`config.mk`:
```
export PLATFORM = sky130hd
export DESIGN_NAME = escaped_length_frame_deframer_unit
export DESIGN_NICKNAME = d
export VERILOG_FILES = /design/src/rtl/core/eldf_pkg.sv /design/src/rtl/core/eldf_step.sv /design/src/rtl/core/eldf_out_reg.sv /design/src/rtl/core/escaped_length_frame_deframer_unit.sv
export SDC_FILE = /design/constraint.sdc
export NUM_CORES = 1
export LEC_CHECK = 0
export ABC_AREA = 0
export BUFFER_PORTS_ARGS = -buffer_cell sky130_fd_sc_hd__buf_2
export CORE_MARGIN = 2
export CORE_UTILIZATION = 61
export DETAILED_ROUTE_END_ITERATION = 6
export GPL_ROUTABILITY_DRIVEN = 0
export PLACE_DENSITY = 0.81
export SLEW_MARGIN = 30
export SYNTH_ARGS = -nofsm -noshare
export SYNTH_HDL_FRONTEND = slang
export SYNTH_HIERARCHICAL = 1
export SYNTH_SLANG_ARGS = --single-unit
export TNS_END_PERCENT = 100
```
`constraint.sdc`:
```
create_clock -name clk -period 5.2 [get_ports clk]
set_input_delay 0.52 -clock clk [delete_from_list [all_inputs] [get_ports clk]]
set_output_delay 0.52 -clock clk [all_outputs]
set_load 0.03 [all_outputs]
```
`src/rtl/core/eldf_pkg.sv`:
```
// Shared types and constants for the escaped length frame deframer.
`timescale 1ns / 1ps
`default_nettype none

package eldf_pkg;

    localparam logic [7:0]  MARK_BYTE  = 8'hFF;
    localparam logic [7:0]  STUFF_BYTE = 8'h55;
    localparam logic [15:0] HIGH_MASK  = 16'hFF00;

    // Frame phase codes; codes 5..7 are unused and behave as header hunt.
    typedef enum logic [2:0] {
        PH_HUNT1 = 3'd0,
        PH_HUNT2 = 3'd1,
        PH_LENHI = 3'd2,
        PH_LENLO = 3'd3,
        PH_BODY  = 3'd4
    } frame_phase_t;

    // Deframer state carried from byte to byte.
    typedef struct packed {
        frame_phase_t phase;
        logic         esc_pending;
        logic [15:0]  bytes_left;
    } dfr_state_t;

    // One result transfer.
    typedef struct packed {
        logic [7:0] data;
        logic       first;
        logic       last;
        logic       discard;
    } frame_res_t;

endpackage : eldf_pkg

`default_nettype wire

```
`src/rtl/core/eldf_step.sv`:
```
// Per-byte next-state and result logic of the deframer.
`timescale 1ns / 1ps
`default_nettype none

module eldf_step
    import eldf_pkg::*;
(
    input  wire dfr_state_t  cur,
    input  wire logic [7:0]  rx_data,
    output dfr_state_t       nxt,
    output logic             emit,
    output frame_res_t       res
);

    logic        started;
    logic        go;
    logic [7:0]  data;
    logic [15:0] len_sum;
    logic [15:0] len_dec;

    // an escaped 0x55 stands for a data 0xFF
    assign data    = (cur.esc_pending && (rx_data == STUFF_BYTE)) ? MARK_BYTE : rx_data;
    assign len_sum = cur.bytes_left + {8'h00, data};
    assign len_dec = cur.bytes_left - 16'd1;

    always_comb
    begin
        nxt     = cur;
        emit    = 1'b0;
        res     = '0;
        started = 1'b0;
        go      = 1'b0;
        case (cur.phase)
            PH_HUNT2:
            begin
                nxt.phase = (rx_data == MARK_BYTE) ? PH_LENHI : PH_HUNT1;
            end
            PH_LENHI, PH_LENLO, PH_BODY:
            begin
                started = (cur.phase != PH_LENHI);
                go      = 1'b1;
                if (cur.esc_pending)
                begin
                    nxt.esc_pending = 1'b0;
                    if (rx_data == STUFF_BYTE)
                    begin
                        // stuffed pair: data already carries 0xFF
                        go = 1'b1;
                    end
                    else if (rx_data == MARK_BYTE)
                    begin
                        // new header inside a frame: restart at length
                        nxt.phase   = PH_LENHI;
                        go          = 1'b0;
                        emit        = started;
                        res.discard = 1'b1;
                    end
                    else if (started)
                    begin
                        nxt.phase   = PH_HUNT1;
                        go          = 1'b0;
                        emit        = 1'b1;
                        res.discard = 1'b1;
                    end
                end
                else if (rx_data == MARK_BYTE)
                begin
                    nxt.esc_pending = 1'b1;
                    go              = 1'b0;
                end

                if (go)
                begin
                    case (cur.phase)
                        PH_LENHI:
                        begin
                            nxt.bytes_left = {data, 8'h00} & HIGH_MASK;
                            nxt.phase      = PH_LENLO;
                            emit           = 1'b1;
                            res.data       = data;
                            res.first      = 1'b1;
                        end
                        PH_LENLO:
                        begin
                            nxt.bytes_left = len_sum;
                            emit           = 1'b1;
                            if (len_sum == 16'd0)
                            begin
                                nxt.phase   = PH_HUNT1;
                                res.discard = 1'b1;
                            end
                            else
                            begin
                                nxt.phase = PH_BODY;
                                res.data  = data;
                            end
                        end
                        default:
                        begin
                            nxt.bytes_left = len_dec;
                            emit           = 1'b1;
                            res.data       = data;
                            if (len_dec == 16'd0)
                            begin
                                nxt.phase = PH_HUNT1;
                                res.last  = 1'b1;
                            end
                        end
                    endcase
                end
            end
            default:
            begin
                nxt.phase = (rx_data == MARK_BYTE) ? PH_HUNT2 : PH_HUNT1;
            end
        endcase
    end

endmodule : eldf_step

`default_nettype wire

```
`src/rtl/core/eldf_out_reg.sv`:
```
// Result register holding one frame transfer for the downstream side.
`timescale 1ns / 1ps
`default_nettype none

module eldf_out_reg
    import eldf_pkg::*;
(
    input  wire logic       clk,
    input  wire logic       rst_n,
    input  wire logic       load,
    input  wire frame_res_t load_res,
    input  wire logic       out_stall,
    output logic            out_free,
    output logic            out_valid,
    output frame_res_t      out_res
);

    logic       valid_reg;
    logic       valid_next;
    frame_res_t res_reg;

    // free when empty or draining this cycle
    assign out_free   = !valid_reg || !out_stall;
    assign valid_next = load || (valid_reg && out_stall);

    always_ff @(posedge clk or negedge rst_n)
    begin
        if (!rst_n)
        begin
            valid_reg <= 1'b0;
        end
        else
        begin
            valid_reg <= valid_next;
        end
    end

    always_ff @(posedge clk)
    begin
        if (load)
        begin
            res_reg <= load_res;
        end
    end

    assign out_valid = valid_reg;
    assign out_res   = res_reg;

endmodule : eldf_out_reg

`default_nettype wire

```
`src/rtl/core/escaped_length_frame_deframer_unit.sv`:
```
// Top level of the escaped length-prefixed frame deframer.
//
//  channel | handshake              | payload
//  --------+------------------------+-------------------------------------------
//  rx      | rx_valid / rx_stall    | rx_byte[7:0]
//  frame   | frame_valid/frame_stall| frame_byte[7:0], first_byte, last_byte,
//          |                        | discard
//
//  One byte per cycle sustained while the result register is not stalled.
//  A byte is captured in the input register, then the phase/escape/length
//  state and the result register are updated from it as it retires.
//  Bytes that give no result (header hunt, escape mark) retire even while
//  the result register is stalled. rst_n clears the phase to header hunt,
//  the escape flag, the length count and both valid flags.
//  rx_stall rises only when the held byte has a result and the result
//  register cannot take it.
`timescale 1ns / 1ps
`default_nettype none

module escaped_length_frame_deframer_unit
    import eldf_pkg::*;
(
    input  wire logic       clk,
    input  wire logic       rst_n,
    input  wire logic       rx_valid,
    output logic            rx_stall,
    input  wire logic [7:0] rx_byte,
    output logic            frame_valid,
    input  wire logic       frame_stall,
    output logic [7:0]      frame_byte,
    output logic            first_byte,
    output logic            last_byte,
    output logic            discard
);

    // input register
    logic       in_valid_reg;
    logic       in_valid_next;
    logic [7:0] in_byte_reg;

    // deframer state
    dfr_state_t state_reg;
    dfr_state_t state_next;

    logic       step_emit;
    frame_res_t step_res;
    logic       out_free;
    logic       advance;
    logic       rx_take;
    frame_res_t out_res;

    eldf_step u_step (
        .cur     (state_reg),
        .rx_data (in_byte_reg),
        .nxt     (state_next),
        .emit    (step_emit),
        .res     (step_res)
    );

    // held byte retires when it has no result or the result slot is free
    assign advance       = in_valid_reg && (!step_emit || out_free);
    assign rx_stall      = in_valid_reg && !advance;
    assign rx_take       = rx_valid && !rx_stall;
    assign in_valid_next = rx_take || (in_valid_reg && !advance);

    always_ff @(posedge clk or negedge rst_n)
    begin
        if (!rst_n)
        begin
            in_valid_reg <= 1'b0;
            state_reg    <= '{phase: PH_HUNT1, esc_pending: 1'b0, bytes_left: 16'd0};
        end
        else
        begin
            in_valid_reg <= in_valid_next;
            if (advance)
            begin
                state_reg <= state_next;
            end
        end
    end

    always_ff @(posedge clk)
    begin
        if (rx_take)
        begin
            in_byte_reg <= rx_byte;
        end
    end

    eldf_out_reg u_out (
        .clk       (clk),
        .rst_n     (rst_n),
        .load      (advance && step_emit),
        .load_res  (step_res),
        .out_stall (frame_stall),
        .out_free  (out_free),
        .out_valid (frame_valid),
        .out_res   (out_res)
    );

    assign frame_byte = out_res.data;
    assign first_byte = out_res.first;
    assign last_byte  = out_res.last;
    assign discard    = out_res.discard;

endmodule : escaped_length_frame_deframer_unit

`default_nettype wire

```
==> impl_metrics.toml, run 1 <==
[placement]
place_ws_ns = 0.947
io_buffer_count = 24
place_hpwl_um = 5370

[routing]
dr.pass1.iters = 5
viasPerCell = 6.52
drc = 0
vias = 2842
dr.first_iter.drc_count = 344
wl_per_cell_um = 17.6
drt_wl_total_um = 7660
antenna_left = 0

[clock_tree]
cts_tree = "yes"
cts_resized = 0
cts_buffers = 5
clk_pin_slew_ns = 0.08
clock_sinks = 41
post_cts_buffers = 0
hold_buffers = 0
htree_levels = 2
clockRootBuffer = "clkbuf_8"
max-clock-path-buffers = 2
clk_latency_ns = 0.30

[floorplanning]
dieArea_um2 = 5730
fp.dieH_um = 75.7
io-pin-count = 25
start_util_pct = 62.2
core_region_area_um2 = 5040
rows = 26
die_w_um = 75.7

[timing]
fmax_ghz = 0.229
setup_viol = 0
slew_headroom_pct = 44.5
timing.setup.tns_ns = 0
fin_crit_sh_pct = 83.9
fin_crit_ns = 4.36
skew_ns = 0.00808
worst_pin_slew_ns = 0.833
setup_ws_ns = 0.836
rsz0062_at_grt = "no"
slew_viol_final = 0
hold_viol = 0

[flow_run]
drv_cap = 0

[layout]
nFillCells = 418
drive_above_1_share_pct = 18.3
largest_reg_flops = 20
fin_nets = 388
antenna_cells = 0
area_growth_pct = 6.98

[pwr]
power_density_nw_per_um2 = 603
ir_drop_v = 0.000434
leakage_nw = 1.35

[synthesis]
synth_commonest_cells = "nand2_1, nor2_1, a21oi_1, dfrtp_1, mux2_2"
yosys-top-cells-area = "edfxtp_1, dfrtp_1, mux2_2"
avgSynthCellArea_um2 = 8.81
yosysSeqAreaShare_pct = 35.7
synth-seq-cells = 41
synthCells = 356
synth.top_cell.area_share_pct = 18.2
synth_area_leader_cell = "edfxtp_1"
synth_edf_count = 19
synth_fp_nets = 379
synth_top_flop_cell = "dfrtp_1"
netlist_area_um2 = 3140
synth_warnings = 6
yosysMostFrequentCell = "nand2_1"
synth_cell_types = 62
async_flop_share_pct = 53.7

[setup_path]
path_cells = "or4_1, nor2_1, and2_1, nor2_1, inv_1, ha_1, a211oi_1, nor3_1, o21bai_1, mux2i_1, a32oi_1, o41ai_2, o21ai_1, mux2_1"
cpPeakStageDelay_ns = 0.66
worst_setup_path_start_kind = "flop"
critical_path.most_common_cell = "nor2_1"
required_ns = 5.38
cp_max_fo = 7
crit_type = "flop to flop"
critPathCaptureType = "flop"
crit_slowest_cell = "o41ai_2"
worst_ep_arrival_time_ns = 4.55
cp_top_family = "compound AO/OA/AOI/OAI gates"
path_buf_inv = 1

[grt]
grt_first_pass_wirelength_um = 12300
grt_pass1_vias = 2540
grt_usage_pct = 28.4
grt-ovfl-total = 0
antenna_found_initial = 0
grt_max_degree = 29

[worst_hold_path]
holdCritPathClass = "input pin to async pin"

[status]
status = "completed"
## layout by cell type, fill, tap and decap left out, types with 4 or more instances in the layout
cell type and instances:
a21oi_1 22, a22o_1 5, a31oi_1 5, and3_1 4
buf_2 24, clkbuf_8 6, dfrtp_1 22, edfxtp_1 19
ha_1 10, inv_1 13, mux2_2 21, nand2_1 34
nand2b_1 5, nand3_1 4, nand4_1 5, nor2_1 32
nor3_1 15, nor4_1 5, o211ai_1 5, o21ai_0 18
o21ai_1 7, o22ai_1 4, or3_1 5, xnor2_1 6
xor2_1 10
## layout make-up
class                      count  area (µm²)  share of cell area, %
timing repair buffer          26         135                   4.03
multi-input combinational    278        1870                   55.6
tap                           70        87.6                   2.61
clock buffer                   6        82.6                   2.46
sequential                    41        1120                   33.4
inverter                      13        48.8                   1.45
clock inverter                 2        13.8                  0.410
## metal layers
metal  wire (µm)  share of wire (%)  global-route usage, %
met5           0                  0                      0
met4         183                2.4                   10.3
met3         529                6.9                   5.42
met2        3650                 48                   46.1
met1        3300                 43                   37.9
## kinds of logic (layout without fill, tap and decap cells)
logic type	count (synthesis)	count (layout)	share of synthesized area [%]
AND/OR/NAND/NOR	130	130	21.1
AO/OA/AOI/OAI	96	96	20.2
flip-flops	41	41	35.7
buffers and inverters	37	47	4.98
multiplexers	25	25	8.85
XOR/XNOR	16	16	4.47
adder cells (fa/ha/maj)	11	11	4.63
## metrics by stage
| stage | hold WS (ns) | total power [mW] | area [µm²] | instances | utilization (%) |
|---|---|---|---|---|---|
| CTS | 0.217 | 2.00 | 3360 | 436 | 66.6 |
| global placement | 0.491 | 1.73 | 3250 | 428 | 64.5 |
| global route | 0.244 | 2.17 | 3360 | 436 | 66.6 |
| finish | 0.201 | 2.02 | 3360 | 436 | 66.6 |
| detailed placement | 0.499 | 1.77 | 3260 | 428 | 64.7 |
| floorplan | 0.224 | 1.51 | 3140 | 356 | - |
## where the power goes
part | total [mW] | internal [mW] | leakage, nW | switching (mW)
Clock | 0.221 | 0.108 | 0.0512 | 0.113
Combinational | 1.16 | 0.466 | 0.836 | 0.694
Sequential | 0.643 | 0.453 | 0.461 | 0.190
## final timing paths
check / startpoint / endpoint / slack, ns / depth (start not counted)
worst max-delay path: in_byte_reg[3] / state_reg[19] / 0.84 / 14
worst min-delay path: rst_n / state_reg[10] / 0.20 / 1
worst max register to register: in_byte_reg[3] / state_reg[19] / 0.84 / 14
worst min register to register: u_out/out_valid / u_out/out_valid / 0.52 / 1
max in group asynchronous: rst_n / state_reg[9] / 4.62 / 1
min in group clk: rx_byte[3] / in_byte_reg[3] / 0.39 / 1
Note: power is estimated with default switching activity, not from simulation.
==> run 2: changes to the inputs <==
ABC_AREA = 1   (was 0)
CORE_UTILIZATION = 56   (was 61)
PLACE_DENSITY = 0.78   (was 0.81)
clock period = 3.64 ns   (was 5.2 ns; I/O delays follow)
==> run 2 against run 1 <==
Compared with the run above:
- worst hold slack worse by 0.16 ns
- final cell count up 46%
- sequential share of layout area down 3.5 points
- setup slack worse by 0.14 ns
- design area up 12%
- synthesized cell count up 53%
- via count up 33%
- fmax up 48%
- largest cell class unchanged
- highest routed layer unchanged
==> impl_metrics.toml, run 2 <==
[status]
status = "completed"

[timing]
rsz0062_at_grt = "no"
slew_viol_final = 0
slew_headroom_pct = 61.8
skew_ns = 0.00689
setup_viol = 0
fin_crit_ns = 2.95
hold_viol = 0
hold_ws_ns = 0.0424
timing.setup.tns_ns = 0
worst_pin_slew_ns = 0.574
fmax_ghz = 0.339
fin_crit_sh_pct = 81.0

[pwr]
ir_drop_v = 0.000215
total_power_uw = 976
power_density_nw_per_um2 = 260
leakage_nw = 2.08

[synthesis]
synth_cell_types = 40
avgSynthCellArea_um2 = 6.46
synth_edf_count = 19
synth_compound_gate_area_share_pct = 8.77
synth_top_family_by_area = "simple AND/OR/NAND/NOR gates"
synth_fp_nets = 569
synth-seq-cells = 41
yosysSeqAreaShare_pct = 31.8
yosysMostFrequentCell = "nand2_1"
synthCells = 546
synth-simple-area-share_pct = 43.1
synth.top_cell.area_share_pct = 19.5
muxShareOfSynthArea_pct = 0
async_flop_share_pct = 53.7
synth_warnings = 6
netlist_area_um2 = 3520
synth_area_leader_cell = "nand2_1"
synth_xor_xnor_area_share_pct = 0.745
synth_top_flop_cell = "dfrtp_1"
yosys-top-cells-area = "nand2_1, edfxtp_1, dfrtp_1"
synthAdderAreaFrac_pct = 4.12
synth_commonest_cells = "nand2_1, inv_1, nand3_1"

[placement]
place_hpwl_um = 7470
post_dp_cell_area_um2 = 3640
io_buffer_count = 24

[floorplanning]
fp.dieH_um = 83.3
start_util_pct = 58.8
die_w_um = 83.3
dieArea_um2 = 6940
io-pin-count = 25
core_region_area_um2 = 5990
rows = 28

[setup_path]
r2r_cells = 17
reg2reg_from = "in_byte_reg[6]"
cp_max_fo = 8
required_ns = 3.71
crit_type = "flop to flop"
r2r_slack_ns = 0.69
rr_endpoint = "u_out/out_res[9]"
critPathCaptureType = "flop"
worst_ep_arrival_time_ns = 3.02
worst_setup_path_start_kind = "flop"

[layout]
largest_reg_flops = 20
final-seq-area_um2 = 1120
area_growth_pct = 6.53
multi_input_area_um2 = 2000
antenna_cells = 0
final_cell_mix = "nand2_1, inv_1, nand3_1, nor2_1, buf_2"
final_util_pct = 62.7
drive_above_1_share_pct = 12.1
nFillCells = 543
final_common_cell = "nand2_1"
postLayoutCellArea_um2 = 3750
fin_nets = 585

[routing]
drc = 0
drt_wl_total_um = 10300
antenna_left = 0
viasPerCell = 5.93
wl_per_cell_um = 16.1
dr.pass1.iters = 7
dr.first_iter.drc_count = 587
vias = 3784

[clock_tree]
hold_buffers = 0
clk_pin_slew_ns = 0.09
max-clock-path-buffers = 2
clk_latency_ns = 0.31
clock_sinks = 41
clockRootBuffer = "clkbuf_8"
cts_buffers = 5
post_cts_buffers = 0
cts_resized = 0
htree_levels = 2
cts_tree = "yes"

[grt]
grt_usage_pct = 29.6
grt_max_degree = 25
antenna_found_initial = 0
grt_pass1_vias = 3443
grt-ovfl-total = 0
grt_first_pass_wirelength_um = 16600

[flow_run]
drv_cap = 0

[worst_hold_path]
holdCritPathClass = "input pin to async pin"
## run 2: cell types whose count changed after synthesis, moves of 14 or more
cell,previous run,this run
mux2_2,21,0
inv_1,13,68
clkbuf_1,18,4
nor2_1,32,56
nand2_1,34,183
nand3_1,4,57
## run 2: how the worst max path moves through the flow
stage / end / cells past startpoint / from / slack (ns)
floorplan: u_out/out_res[4] / 17 / in_byte_reg[6] / 1.18
global placement: u_out/out_res[4] / 17 / in_byte_reg[0] / 0.81
detailed placement: u_out/out_res[9] / 17 / in_byte_reg[6] / 0.75
CTS: u_out/out_res[9] / 17 / in_byte_reg[6] / 0.74
global route: state_reg[19] / 19 / in_byte_reg[6] / 0.46
finish: u_out/out_res[9] / 17 / in_byte_reg[6] / 0.69
## run 2: cell families after synthesis
logic type | after synthesis
compound gates | 52
fa+ha+maj | 11
simple gates | 347
xor+xnor | 3
buf+inv | 92
flops | 41
## run 2: routing by layer
layer  wire length [µm]  global-route usage [%]  up-vias  part of all wire, %
met3               1150                    5.86       31                   11
met2               4660                    46.1      250                   45
li1                   -                       -     1792                    -
met4                237                    8.94        0                  2.3
met5                  0                       0        -                    0
met1               4210                    41.6     1711                   41
## run 2: area by class of cell
class	instances	area share [%]
inverters	73	7.30
clock inverters	3	1.23
well taps	75	2.50
flip-flops and latches	41	29.9
clock buffers	5	1.83
multi-input cells	413	53.3
repair buffers	28	4.00
## run 2: per-stage QoR
stage          std cells  worst slack, ns
2_1_floorplan        546             1.18
3_3_place_gp         630            0.808
3_5_place_dp         630            0.755
4_1_cts              638            0.741
5_1_grt              638            0.458
6_report             638            0.693
## run 2: critical path, cell delays in order (launching register included)
cell      delay (ns)
edfxtp_1        0.49
nand4_1         0.14
nor2_1          0.05
nand2_1         0.17
nand2_1         0.16
fa_1            0.50
nand2_1         0.11
nand2_1         0.08
nand3_1         0.09
nand2_1         0.09
nand2_1         0.08
nand2_1         0.10
nor2_1          0.12
nand3_1         0.08
nor2_1          0.11
nand3_2         0.15
nand2_4         0.14
nor2_1          0.06
## run 2: report_power, final
group          switching (mW)  internal [mW]  total [mW]
Clock                   0.191          0.206       0.397
Sequential            0.00729          0.492       0.499
Combinational          0.0574         0.0225      0.0799
Total                   0.256          0.720       0.976
